[src/rtl/core/bbp_pkg.sv]
// Shared types and constants of the Bezier patch evaluator.
`timescale 1ns / 1ps
`default_nettype none

package bbp_pkg;

    typedef enum logic [1:0] {
        OP_NONE,
        OP_WGT,
        OP_ROW,
        OP_VBL
    } op_kind_t;

    typedef enum logic [2:0] {
        WOP_AA,
        WOP_TT,
        WOP_A2A,
        WOP_A2T,
        WOP_AT2,
        WOP_T2T
    } wop_t;

    typedef struct packed {
        op_kind_t   kind;
        logic       psel;
        wop_t       wop;
        logic [1:0] coord;
        logic [1:0] row;
        logic [1:0] k;
    } tag_t;

    localparam int POINTS         = 16;
    localparam int POINT_IDX_BITS = 4;
    localparam int CNT_BITS       = 7;

    localparam logic [CNT_BITS-1:0] WOPS_PER_PARAM = 7'd6;
    localparam logic [CNT_BITS-1:0] WGT_END        = 7'd12;
    localparam logic [CNT_BITS-1:0] ROW_END        = 7'd60;
    localparam logic [CNT_BITS-1:0] LAST_ISSUE     = 7'd71;

    localparam logic [1:0] K_FIRST = 2'd0;
    localparam logic [1:0] K_LAST  = 2'd3;
    localparam logic [1:0] COORD_X = 2'd0;
    localparam logic [1:0] COORD_Y = 2'd1;
    localparam logic [1:0] COORD_Z = 2'd2;

endpackage

`default_nettype wire

[src/rtl/core/bicubic_bezier_patch_eval.sv]
// Top level of the bicubic Bezier patch evaluator: sequencer, operand routing and results.
// A load transaction writes one control point at its accept edge and leaves busy low.
// An evaluate transaction raises busy and ends with done.
// Issue slots 0 to 71 feed the one shared multiplier, and the last passes 4 register stages.
// busy falls as done rises and the done cycle may accept a new transaction.
// Reset clears all control points to zero, busy and done low; results cannot be stalled.
`timescale 1ns / 1ps
`default_nettype none

module bicubic_bezier_patch_eval #(
    parameter int COORD_BITS      = 32,
    parameter int PARAM_FRAC_BITS = 16
) (
    input  logic                         clk,
    input  logic                         rst_n,
    input  logic                         start,
    output logic                         busy,
    input  logic                         mode,
    input  logic [3:0]                   point_index,
    input  logic signed [COORD_BITS-1:0] coord_x,
    input  logic signed [COORD_BITS-1:0] coord_y,
    input  logic signed [COORD_BITS-1:0] coord_z,
    input  logic [PARAM_FRAC_BITS:0]     param_u,
    input  logic [PARAM_FRAC_BITS:0]     param_v,
    output logic                         done,
    output logic signed [COORD_BITS-1:0] surf_x,
    output logic signed [COORD_BITS-1:0] surf_y,
    output logic signed [COORD_BITS-1:0] surf_z
);

    localparam int PB = PARAM_FRAC_BITS + 1;
    localparam int MA = (COORD_BITS > PARAM_FRAC_BITS + 2) ? COORD_BITS : PARAM_FRAC_BITS + 2;
    localparam int PW = MA + PB + 1;

    typedef enum logic [1:0] {
        ST_IDLE,
        ST_ISSUE,
        ST_DRAIN
    } state_t;

    state_t                          state_reg, state_next;
    logic [bbp_pkg::CNT_BITS-1:0]    cnt_reg, cnt_next;
    logic                            busy_reg, busy_next;
    logic                            done_reg, done_next;
    logic signed [COORD_BITS-1:0]    surf_x_reg, surf_x_next;
    logic signed [COORD_BITS-1:0]    surf_y_reg, surf_y_next;
    logic signed [COORD_BITS-1:0]    surf_z_reg, surf_z_next;

    bbp_pkg::tag_t                   issue_tag;
    bbp_pkg::tag_t                   tag_s1_reg;
    bbp_pkg::tag_t                   tag_s2_reg;
    bbp_pkg::tag_t                   tag_s3_reg;

    logic [bbp_pkg::CNT_BITS-1:0]    j_row;
    logic [bbp_pkg::CNT_BITS-1:0]    j_vbl;
    logic [bbp_pkg::CNT_BITS-1:0]    j_wop;

    logic                            accept;
    logic                            load_we;
    logic                            eval_go;
    logic                            final_wr;

    logic signed [COORD_BITS-1:0]    rd_x, rd_y, rd_z;
    logic signed [COORD_BITS-1:0]    coord_sel;
    logic signed [COORD_BITS-1:0]    rows_reg [12];
    logic signed [COORD_BITS-1:0]    res_x_reg, res_y_reg;

    logic [PB-1:0]                   wgt_op_a, wgt_op_b, blend_w;
    logic signed [MA-1:0]            mul_a;
    logic [PB-1:0]                   mul_b;
    logic signed [PW-1:0]            prod;
    logic signed [COORD_BITS-1:0]    sat;
    logic                            acc_en;

    assign accept  = start & ~busy_reg;
    assign load_we = accept & ~mode;
    assign eval_go = accept & mode;

    assign j_row = cnt_reg - bbp_pkg::WGT_END;
    assign j_vbl = cnt_reg - bbp_pkg::ROW_END;
    assign j_wop = cnt_reg - bbp_pkg::WOPS_PER_PARAM;

    // Issue order: weight products for u then v, the row blends of x, y and z,
    // then the column blends of x, y and z.
    always_comb
    begin
        issue_tag = '0;
        if (state_reg == ST_ISSUE)
        begin
            priority if (cnt_reg < bbp_pkg::WOPS_PER_PARAM)
            begin
                issue_tag.kind = bbp_pkg::OP_WGT;
                issue_tag.psel = 1'b0;
                issue_tag.wop  = bbp_pkg::wop_t'(cnt_reg[2:0]);
            end
            else if (cnt_reg < bbp_pkg::WGT_END)
            begin
                issue_tag.kind = bbp_pkg::OP_WGT;
                issue_tag.psel = 1'b1;
                issue_tag.wop  = bbp_pkg::wop_t'(j_wop[2:0]);
            end
            else if (cnt_reg < bbp_pkg::ROW_END)
            begin
                issue_tag.kind  = bbp_pkg::OP_ROW;
                issue_tag.coord = j_row[5:4];
                issue_tag.row   = j_row[3:2];
                issue_tag.k     = j_row[1:0];
            end
            else
            begin
                issue_tag.kind  = bbp_pkg::OP_VBL;
                issue_tag.coord = j_vbl[3:2];
                issue_tag.k     = j_vbl[1:0];
            end
        end
    end

    assign final_wr = (tag_s3_reg.kind == bbp_pkg::OP_VBL) &&
                      (tag_s3_reg.k == bbp_pkg::K_LAST) &&
                      (tag_s3_reg.coord == bbp_pkg::COORD_Z);

    always_comb
    begin
        state_next  = state_reg;
        cnt_next    = cnt_reg;
        busy_next   = busy_reg;
        done_next   = 1'b0;
        surf_x_next = surf_x_reg;
        surf_y_next = surf_y_reg;
        surf_z_next = surf_z_reg;
        unique case (state_reg)
            ST_IDLE:
            begin
                if (eval_go)
                begin
                    state_next = ST_ISSUE;
                    cnt_next   = '0;
                    busy_next  = 1'b1;
                end
            end
            ST_ISSUE:
            begin
                cnt_next = cnt_reg + 1'b1;
                if (cnt_reg == bbp_pkg::LAST_ISSUE)
                begin
                    state_next = ST_DRAIN;
                end
            end
            ST_DRAIN:
            begin
                if (final_wr)
                begin
                    state_next  = ST_IDLE;
                    busy_next   = 1'b0;
                    done_next   = 1'b1;
                    surf_x_next = res_x_reg;
                    surf_y_next = res_y_reg;
                    surf_z_next = sat;
                end
            end
            default:
            begin
                state_next = ST_IDLE;
            end
        endcase
    end

    always_ff @(posedge clk or negedge rst_n)
    begin
        if (!rst_n)
        begin
            state_reg  <= ST_IDLE;
            cnt_reg    <= '0;
            busy_reg   <= 1'b0;
            done_reg   <= 1'b0;
            surf_x_reg <= '0;
            surf_y_reg <= '0;
            surf_z_reg <= '0;
        end
        else
        begin
            state_reg  <= state_next;
            cnt_reg    <= cnt_next;
            busy_reg   <= busy_next;
            done_reg   <= done_next;
            surf_x_reg <= surf_x_next;
            surf_y_reg <= surf_y_next;
            surf_z_reg <= surf_z_next;
        end
    end

    always_ff @(posedge clk or negedge rst_n)
    begin
        if (!rst_n)
        begin
            tag_s1_reg <= '0;
            tag_s2_reg <= '0;
            tag_s3_reg <= '0;
        end
        else
        begin
            tag_s1_reg <= issue_tag;
            tag_s2_reg <= tag_s1_reg;
            tag_s3_reg <= tag_s2_reg;
        end
    end

    bbp_store #(
        .COORD_BITS (COORD_BITS)
    ) u_store (
        .clk   (clk),
        .rst_n (rst_n),
        .we    (load_we),
        .waddr (point_index),
        .wx    (coord_x),
        .wy    (coord_y),
        .wz    (coord_z),
        .raddr ({issue_tag.row, issue_tag.k}),
        .rd_x  (rd_x),
        .rd_y  (rd_y),
        .rd_z  (rd_z)
    );

    bbp_weights #(
        .PARAM_FRAC_BITS (PARAM_FRAC_BITS)
    ) u_weights (
        .clk     (clk),
        .load    (eval_go),
        .param_u (param_u),
        .param_v (param_v),
        .rd_psel (tag_s1_reg.psel),
        .rd_wop  (tag_s1_reg.wop),
        .op_a    (wgt_op_a),
        .op_b    (wgt_op_b),
        .bl_psel (tag_s1_reg.kind == bbp_pkg::OP_VBL),
        .bl_k    (tag_s1_reg.k),
        .bl_w    (blend_w),
        .wr_en   (tag_s2_reg.kind == bbp_pkg::OP_WGT),
        .wr_psel (tag_s2_reg.psel),
        .wr_wop  (tag_s2_reg.wop),
        .prod_lo (prod[2*PARAM_FRAC_BITS:0])
    );

    always_comb
    begin
        unique case (tag_s1_reg.coord)
            bbp_pkg::COORD_X: coord_sel = rd_x;
            bbp_pkg::COORD_Y: coord_sel = rd_y;
            default:          coord_sel = rd_z;
        endcase
    end

    always_comb
    begin
        mul_a = '0;
        mul_b = '0;
        unique case (tag_s1_reg.kind)
            bbp_pkg::OP_WGT:
            begin
                mul_a = MA'(wgt_op_a);
                mul_b = wgt_op_b;
            end
            bbp_pkg::OP_ROW:
            begin
                mul_a = MA'(coord_sel);
                mul_b = blend_w;
            end
            bbp_pkg::OP_VBL:
            begin
                mul_a = MA'(rows_reg[{tag_s1_reg.coord, tag_s1_reg.k}]);
                mul_b = blend_w;
            end
            default:
            begin
            end
        endcase
    end

    bbp_mul #(
        .A_BITS (MA),
        .B_BITS (PB)
    ) u_mul (
        .clk  (clk),
        .a    (mul_a),
        .b    (mul_b),
        .prod (prod)
    );

    assign acc_en = (tag_s2_reg.kind == bbp_pkg::OP_ROW) ||
                    (tag_s2_reg.kind == bbp_pkg::OP_VBL);

    bbp_accum #(
        .COORD_BITS      (COORD_BITS),
        .PARAM_FRAC_BITS (PARAM_FRAC_BITS),
        .PROD_BITS       (PW)
    ) u_accum (
        .clk   (clk),
        .en    (acc_en),
        .first (tag_s2_reg.k == bbp_pkg::K_FIRST),
        .prod  (prod),
        .sat   (sat)
    );

    always_ff @(posedge clk)
    begin
        if (tag_s3_reg.k == bbp_pkg::K_LAST)
        begin
            if (tag_s3_reg.kind == bbp_pkg::OP_ROW)
            begin
                rows_reg[{tag_s3_reg.coord, tag_s3_reg.row}] <= sat;
            end
            if (tag_s3_reg.kind == bbp_pkg::OP_VBL)
            begin
                if (tag_s3_reg.coord == bbp_pkg::COORD_X)
                begin
                    res_x_reg <= sat;
                end
                if (tag_s3_reg.coord == bbp_pkg::COORD_Y)
                begin
                    res_y_reg <= sat;
                end
            end
        end
    end

    assign busy   = busy_reg;
    assign done   = done_reg;
    assign surf_x = surf_x_reg;
    assign surf_y = surf_y_reg;
    assign surf_z = surf_z_reg;

endmodule

`default_nettype wire

[src/rtl/core/bbp_mul.sv]
// Shared registered multiplier: signed operand times unsigned operand.
`timescale 1ns / 1ps
`default_nettype none

module bbp_mul #(
    parameter int A_BITS = 32,
    parameter int B_BITS = 17
) (
    input  logic                       clk,
    input  logic signed [A_BITS-1:0]   a,
    input  logic        [B_BITS-1:0]   b,
    output logic signed [A_BITS+B_BITS:0] prod
);

    logic signed [A_BITS+B_BITS:0] prod_reg;
    logic signed [A_BITS+B_BITS:0] prod_next;

    assign prod_next = a * signed'({1'b0, b});

    always_ff @(posedge clk)
    begin
        prod_reg <= prod_next;
    end

    assign prod = prod_reg;

endmodule

`default_nettype wire

[src/rtl/core/bbp_store.sv]
// Control point store: 16 rows of x, y and z with per-row valid bits.
`timescale 1ns / 1ps
`default_nettype none

module bbp_store #(
    parameter int COORD_BITS = 32
) (
    input  logic                                  clk,
    input  logic                                  rst_n,
    input  logic                                  we,
    input  logic        [bbp_pkg::POINT_IDX_BITS-1:0] waddr,
    input  logic signed [COORD_BITS-1:0]          wx,
    input  logic signed [COORD_BITS-1:0]          wy,
    input  logic signed [COORD_BITS-1:0]          wz,
    input  logic        [bbp_pkg::POINT_IDX_BITS-1:0] raddr,
    output logic signed [COORD_BITS-1:0]          rd_x,
    output logic signed [COORD_BITS-1:0]          rd_y,
    output logic signed [COORD_BITS-1:0]          rd_z
);

    localparam int ROW_BITS = 3 * COORD_BITS;

    logic [ROW_BITS-1:0]            mem [bbp_pkg::POINTS];
    logic [bbp_pkg::POINTS-1:0]     valid_reg;
    logic [ROW_BITS-1:0]            rd_data_reg;
    logic                           rd_valid_reg;

    always_ff @(posedge clk or negedge rst_n)
    begin
        if (!rst_n)
        begin
            valid_reg    <= '0;
            rd_valid_reg <= 1'b0;
        end
        else
        begin
            if (we)
            begin
                valid_reg[waddr] <= 1'b1;
            end
            rd_valid_reg <= valid_reg[raddr];
        end
    end

    always_ff @(posedge clk)
    begin
        if (we)
        begin
            mem[waddr] <= {wx, wy, wz};
        end
        rd_data_reg <= mem[raddr];
    end

    // A row never written reads as zero, which is its reset value.
    assign rd_x = rd_valid_reg ? signed'(rd_data_reg[3*COORD_BITS-1:2*COORD_BITS]) : '0;
    assign rd_y = rd_valid_reg ? signed'(rd_data_reg[2*COORD_BITS-1:COORD_BITS]) : '0;
    assign rd_z = rd_valid_reg ? signed'(rd_data_reg[COORD_BITS-1:0]) : '0;

endmodule

`default_nettype wire

[src/rtl/core/bbp_weights.sv]
// Bernstein weight registers, weight operand selection and weight write-back.
`timescale 1ns / 1ps
`default_nettype none

module bbp_weights #(
    parameter int PARAM_FRAC_BITS = 16
) (
    input  logic                          clk,
    input  logic                          load,
    input  logic [PARAM_FRAC_BITS:0]      param_u,
    input  logic [PARAM_FRAC_BITS:0]      param_v,
    input  logic                          rd_psel,
    input  bbp_pkg::wop_t                 rd_wop,
    output logic [PARAM_FRAC_BITS:0]      op_a,
    output logic [PARAM_FRAC_BITS:0]      op_b,
    input  logic                          bl_psel,
    input  logic [1:0]                    bl_k,
    output logic [PARAM_FRAC_BITS:0]      bl_w,
    input  logic                          wr_en,
    input  logic                          wr_psel,
    input  bbp_pkg::wop_t                 wr_wop,
    input  logic [2*PARAM_FRAC_BITS:0]    prod_lo
);

    localparam int PB = PARAM_FRAC_BITS + 1;
    localparam int SB = 2 * PARAM_FRAC_BITS + 2;
    localparam logic [PB-1:0] ONE      = PB'(1) << PARAM_FRAC_BITS;
    localparam logic [SB-1:0] RND_HALF = SB'(1) << (PARAM_FRAC_BITS - 1);

    logic [PB-1:0] t_reg  [2];
    logic [PB-1:0] a_reg  [2];
    logic [PB-1:0] a2_reg [2];
    logic [PB-1:0] t2_reg [2];
    logic [PB-1:0] w_reg  [2][4];

    logic [PB-1:0] tu;
    logic [PB-1:0] tv;
    logic [SB-1:0] rnd_sum;
    logic [PB-1:0] rnd_q;
    logic [PB+1:0] rnd3_wide;
    logic [PB-1:0] rnd3;

    assign tu = (param_u > ONE) ? ONE : param_u;
    assign tv = (param_v > ONE) ? ONE : param_v;

    assign rnd_sum   = {1'b0, prod_lo} + RND_HALF;
    assign rnd_q     = rnd_sum[2*PARAM_FRAC_BITS:PARAM_FRAC_BITS];
    assign rnd3_wide = ({2'b00, rnd_q} << 1) + {2'b00, rnd_q};
    assign rnd3      = rnd3_wide[PB-1:0];

    always_ff @(posedge clk)
    begin
        if (load)
        begin
            t_reg[0] <= tu;
            a_reg[0] <= ONE - tu;
            t_reg[1] <= tv;
            a_reg[1] <= ONE - tv;
        end
        if (wr_en)
        begin
            unique case (wr_wop)
                bbp_pkg::WOP_AA:  a2_reg[wr_psel]   <= rnd_q;
                bbp_pkg::WOP_TT:  t2_reg[wr_psel]   <= rnd_q;
                bbp_pkg::WOP_A2A: w_reg[wr_psel][0] <= rnd_q;
                bbp_pkg::WOP_A2T: w_reg[wr_psel][1] <= rnd3;
                bbp_pkg::WOP_AT2: w_reg[wr_psel][2] <= rnd3;
                bbp_pkg::WOP_T2T: w_reg[wr_psel][3] <= rnd_q;
                default:
                begin
                end
            endcase
        end
    end

    always_comb
    begin
        op_a = '0;
        op_b = '0;
        unique case (rd_wop)
            bbp_pkg::WOP_AA:
            begin
                op_a = a_reg[rd_psel];
                op_b = a_reg[rd_psel];
            end
            bbp_pkg::WOP_TT:
            begin
                op_a = t_reg[rd_psel];
                op_b = t_reg[rd_psel];
            end
            bbp_pkg::WOP_A2A:
            begin
                op_a = a2_reg[rd_psel];
                op_b = a_reg[rd_psel];
            end
            bbp_pkg::WOP_A2T:
            begin
                op_a = a2_reg[rd_psel];
                op_b = t_reg[rd_psel];
            end
            bbp_pkg::WOP_AT2:
            begin
                op_a = a_reg[rd_psel];
                op_b = t2_reg[rd_psel];
            end
            bbp_pkg::WOP_T2T:
            begin
                op_a = t2_reg[rd_psel];
                op_b = t_reg[rd_psel];
            end
            default:
            begin
            end
        endcase
    end

    assign bl_w = w_reg[bl_psel][bl_k];

endmodule

`default_nettype wire

[src/rtl/core/bbp_accum.sv]
// Blend accumulator with rounding offset, floor shift and saturation.
`timescale 1ns / 1ps
`default_nettype none

module bbp_accum #(
    parameter int COORD_BITS      = 32,
    parameter int PARAM_FRAC_BITS = 16,
    parameter int PROD_BITS       = 51
) (
    input  logic                         clk,
    input  logic                         en,
    input  logic                         first,
    input  logic signed [PROD_BITS-1:0]  prod,
    output logic signed [COORD_BITS-1:0] sat
);

    localparam int AW = COORD_BITS + PARAM_FRAC_BITS + 3;
    localparam int HB = AW - COORD_BITS + 1;
    localparam logic signed [AW-1:0] HALF = signed'(AW'(1) << (PARAM_FRAC_BITS - 1));
    localparam logic [COORD_BITS-1:0] CMAX = {1'b0, {(COORD_BITS-1){1'b1}}};
    localparam logic [COORD_BITS-1:0] CMIN = {1'b1, {(COORD_BITS-1){1'b0}}};

    logic signed [AW-1:0] acc_reg;
    logic signed [AW-1:0] acc_next;
    logic signed [AW-1:0] shifted;
    logic        [HB-1:0] hi_bits;
    logic                 fits;

    assign acc_next = (first ? HALF : acc_reg) + AW'(prod);

    always_ff @(posedge clk)
    begin
        if (en)
        begin
            acc_reg <= acc_next;
        end
    end

    assign shifted = acc_reg >>> PARAM_FRAC_BITS;
    assign hi_bits = shifted[AW-1:COORD_BITS-1];
    assign fits    = (&hi_bits) | ~(|hi_bits);
    assign sat     = fits ? signed'(shifted[COORD_BITS-1:0])
                          : signed'(acc_reg[AW-1] ? CMIN : CMAX);

endmodule

`default_nettype wire

[config.mk]
export PLATFORM = sky130hd
export DESIGN_NAME = bicubic_bezier_patch_eval
export DESIGN_NICKNAME = d
export VERILOG_FILES = /design/src/rtl/core/bbp_pkg.sv /design/src/rtl/core/bicubic_bezier_patch_eval.sv /design/src/rtl/core/bbp_mul.sv /design/src/rtl/core/bbp_store.sv /design/src/rtl/core/bbp_weights.sv /design/src/rtl/core/bbp_accum.sv
export SDC_FILE = /design/constraint.sdc
export NUM_CORES = 2
export LEC_CHECK = 0
export ABC_CLOCK_PERIOD_IN_PS = 9300
export BUFFER_PORTS_ARGS = -buffer_cell sky130_fd_sc_hd__buf_2
export CAP_MARGIN = 10
export CELL_PAD_IN_SITES_DETAIL_PLACEMENT = 1
export CELL_PAD_IN_SITES_GLOBAL_PLACEMENT = 1
export CORE_MARGIN = 1
export CORE_UTILIZATION = 53
export DETAILED_ROUTE_END_ITERATION = 8
export PLACE_DENSITY_LB_ADDON = 0.3
export SYNTH_ARGS = -nofsm -noshare
export SYNTH_HDL_FRONTEND = slang
export SYNTH_SLANG_ARGS = --single-unit
[constraint.sdc]
create_clock -name clk -period 9.3 [get_ports clk]
set_clock_uncertainty 0.1 [all_clocks]
set_input_delay 1.86 -clock clk [delete_from_list [all_inputs] [get_ports clk]]
set_output_delay 1.86 -clock clk [all_outputs]
set_load 0.01 [all_outputs]
==> results.py <==
metrics = {
    "placed_design": {
        "io_buffer_count": 235,
        "dp.cells": 12161,
        "dp_hpwl_um": 236000,
        "gp_congestion": 0.9582,
    },
    "routing": {
        "detail_route.wl_per_cell_um": 30.05,
        "dr_total_vias": 79043,
        "via_per_inst": 6.230,
        "drt-pass1-iter-count": 5,
        "drc": 0,
        "drt-total-wl_um": 381200,
        "drt_iter0_drc": 6725,
        "ant_nets": 0,
    },
    "clock_tree": {
        "clock-sinks": 2607,
        "cts.clk_slew.worst_paths_ns": 0.06,
        "clockRootBuffer": "clkbuf_16",
        "cts.htree.levels": 5,
        "cts_tree": "built",
        "cts_max_path_buffers": 4,
        "clk_latency_ns": 0.96,
        "cts_hold_buffers": 0,
        "cts_made_buffers": 288,
    },
    "floorplan": {
        "num_rows": 176,
        "die-area_um2": 232800,
        "ios": 236,
        "initial_core_util_pct": 53.27,
        "core_area_um2": 229700,
        "die_w_um": 482.5,
        "die_y_um": 482.5,
    },
    "setup_path": {
        "critPathSlowestCell": "o21ai_2",
        "worstSetupPathType": "reg2reg",
        "regToRegSetupSlack_ns": 0.43,
        "critPathTopFamily": "adder cells",
        "reg2reg_from": "tag_s1_reg[1]$_DFF_PN0_",
        "cp.arrival_ns": 9.55,
        "cp_common_cell": "fa_1",
        "worstRegToRegCells": 27,
        "critPathLaunchType": "flip-flop",
        "crit_fanout": 25,
        "required_ns": 9.98,
        "end_kind": "flip-flop",
        "worst-path-buf-inv": 6,
        "worstReg2RegEnd": "u_mul.prod[48]$_DFF_P_",
        "cpPeakStageDelay_ns": 0.77,
    },
    "yosys": {
        "yosys_warnings": 0,
        "synth-seq-cells": 2607,
        "synthMuxAreaShare_pct": 3.818,
        "synth_xor_area_share_pct": 1.031,
        "synth_cell_types": 88,
        "syn_area_um2": 122400,
        "synth_compound_area_share_pct": 9.514,
        "synth-edff-count": 2305,
        "synth_nets": 10016,
        "synth_cells": 9165,
        "synth-seq-area-share_pct": 62.15,
        "ys_async_sr_fraction_pct": 5.984,
        "synthAdderAreaFrac_pct": 10.50,
        "synth_ff_type": "edfxtp_1",
        "synthSimpleGateAreaFrac_pct": 9.202,
        "synth_top_family_by_area": "adder cells",
        "avgSynthCellArea_um2": 13.35,
    },
    "global_routing": {
        "met3_usage_pct": 5.357,
        "busiest_layer": "met2",
        "grt_pass1_wl_um": 559400,
        "grt_start_max_net_pins": 175,
        "gr-usage-met1_pct": 40.46,
        "track_usage_pct": 32.74,
        "grt_pass1_vias": 85253,
        "antenna_found_initial": 41,
        "grt_overflow": 0,
        "grtUsageMet2_pct": 55.32,
    },
    "final_layout": {
        "fin_nets": 10277,
        "layout_common_cells": "edfxtp_1, nand2_1, inv_1",
        "drive_gt1_share_pct": 12.78,
        "finalNonFillerCells": 12687,
        "utilization_pct": 59.80,
        "fill_cells": 21795,
        "final_common_cell": "edfxtp_1",
        "syn_to_final_growth_pct": 12.25,
        "largest_reg_flops": 1536,
    },
    "timing": {
        "report.final.hold_viol_count": 0,
        "final.min_clock_period_ns": 8.871,
        "rsz0062_at_grt": "false",
        "tightestPinTransition_ns": 1.299,
        "drv_slew": 0,
        "post-route-period-util_pct": 95.38,
        "fin_tns_setup_ns": 0,
        "fmax_mhz": 112.7,
        "final-setup-viol-count": 0,
        "relSlewSlack_pct": 13.42,
    },
    "min_path": {
        "hold-path-endpoint": "tag_s3_reg[3]$_DFF_PN0_",
        "hold_depth": 0,
        "hp-start": "tag_s2_reg[3]$_DFF_PN0_",
        "hp-class": "reg2reg",
    },
    "pwr": {
        "netSwitchingFraction_pct": 20.11,
        "p_comb_share_pct": 0.7,
        "peakVddDrop_uv": 196.0,
        "leakage_nw": 48.20,
        "p_per_area_nw_per_um2": 174.2,
        "power_frac_seq_pct": 53.0,
        "power_frac_clock_pct": 46.3,
        "p_int_w": 0.01911,
        "power_switching_w": 0.004812,
    },
    "flow_run": {
        "drv_cap": 0,
    },
    "outcome": {
        "status": "completed",
    },
}
stage by stage:
step           power [W]  hold slack, ns  worst slack, ns  instance area, um2
2_1_floorplan    0.01295          0.2312            1.426              122400
3_3_place_gp     0.01308          0.2322           0.5052              128300
3_5_place_dp     0.01310          0.2363           0.3489              128300
4_1_cts          0.02404          0.2586           0.2794              137200
5_1_grt          0.02439          0.2712         0.004289              137300
6_report         0.02393          0.2539           0.4294              137400
layout make-up:
class / instances / area (um2) / share of cell area (%)
Tap cell: 3026 / 3786 / 2.756
Antenna cell: 24 / 60.06 / 0.04372
Sequential cell: 2607 / 76070 / 55.38
Multi-Input combinational cell: 5346 / 42210 / 30.73
Timing Repair Buffer: 510 / 3717 / 2.706
Clock buffer: 382 / 7909 / 5.758
Inverter: 673 / 2534 / 1.845
Clock inverter: 119 / 1074 / 0.7816
per-layer routing:
layer	vias up	wire (um)
met5	-	185
met4	30	20950
met3	873	25440
met2	3193	189800
met1	41349	144800
li1	33598	-
synthesized netlist by cell type (11+ instances only):
cell type	n	area share (%)
edfxtp_1	2305	57
nand2_1	1230	3.8
inv_1	670	2.1
nor2b_1	555	2.8
a211oi_1	528	3.2
fa_1	523	8.6
clkbuf_1	450	1.4
nor2_1	405	1.2
a21oi_1	351	1.4
a31oi_1	256	1.3
a311oi_1	194	1.4
ha_1	190	1.9
dfrtp_1	156	3.2
dfxtp_1	146	2.4
mux2i_1	136	1.1
o21ai_0	132	0.54
mux4_2	113	2.1
xnor2_1	97	0.69
mux2_2	68	0.63
buf_2	66	0.27
nand2b_1	52	0.27
nor3_1	49	0.20
xor2_1	47	0.34
o22ai_1	46	0.24
a21o_1	41	0.25
and2_1	40	0.20
nand3_1	37	0.15
buf_1	22	0.067
o21a_1	22	0.13
or2_2	22	0.11
or3_1	18	0.092
o211ai_1	17	0.10
a22oi_1	15	0.092
and3_1	15	0.077
nand4_1	11	0.056
cells by family (layout without fill, tap and decap cells):
group	Yosys count	after routing
AOI/OAI and AO/OA	1708	1708
xor gates and xnor gates	144	144
adders and majority gates	713	713
buffers and inverters	1212	1684
DFF	2607	2607
muxes	317	317
other	0	24
and+or+nand+nor	2464	2464
how the worst max path moves through the flow:
stage,startpoint,to,slack (ns),depth (start not counted)
final,tag_s1_reg[1]$_DFF_PN0_,u_mul.prod[48]$_DFF_P_,0.43,27
after CTS,tag_s1_reg[0]$_DFF_PN0_,u_mul.prod[46]$_DFF_P_,0.28,30
after detailed placement,tag_s1_reg[0]$_DFF_PN0_,u_mul.prod[48]$_DFF_P_,0.35,30
after floorplan,tag_s1_reg[10]$_DFF_PN0_,u_mul.prod[45]$_DFF_P_,1.43,31
after global routing,tag_s1_reg[8]$_DFF_PN0_,u_mul.prod[49]$_DFF_P_,0.004,30
after global placement,tag_s1_reg[0]$_DFF_PN0_,u_mul.prod[48]$_DFF_P_,0.51,30
power groups by stage:
stage	Sequential, W	Combinational (W)	Clock, W
after floorplan	0.0129	0.0000284	0
after global placement	0.0129	0.000161	0
after detailed placement	0.0129	0.000176	0
after CTS	0.0127	0.000178	0.0112
after global routing	0.0127	0.000195	0.0115
final	0.0127	0.000178	0.0111
worst register-to-register path, stage by stage (launching register included):
cell      delay [ns]
dfrtp_4         0.72
buf_4           0.37
buf_4           0.45
mux2i_1         0.26
o21ai_2         0.77
nand2_1         0.19
fa_1            0.56
inv_1           0.07
fa_1            0.52
fa_1            0.58
fa_1            0.46
fa_1            0.50
inv_1           0.06
fa_1            0.49
inv_1           0.05
ha_1            0.37
a21oi_1         0.21
o211ai_1        0.12
a221oi_1        0.41
nand2_1         0.11
o21ai_0         0.18
buf_4           0.15
o21ai_0         0.12
a211oi_1        0.36
o21ai_0         0.13
o21ai_0         0.14
o21ai_0         0.16
xor2_1          0.15
repair_timing:
action | in CTS | in global routing
setup endpoints to repair | 0 | 8
resized for setup | 0 | 4
setup buffers | 0 | 1
(Power assumes the default switching activity.)
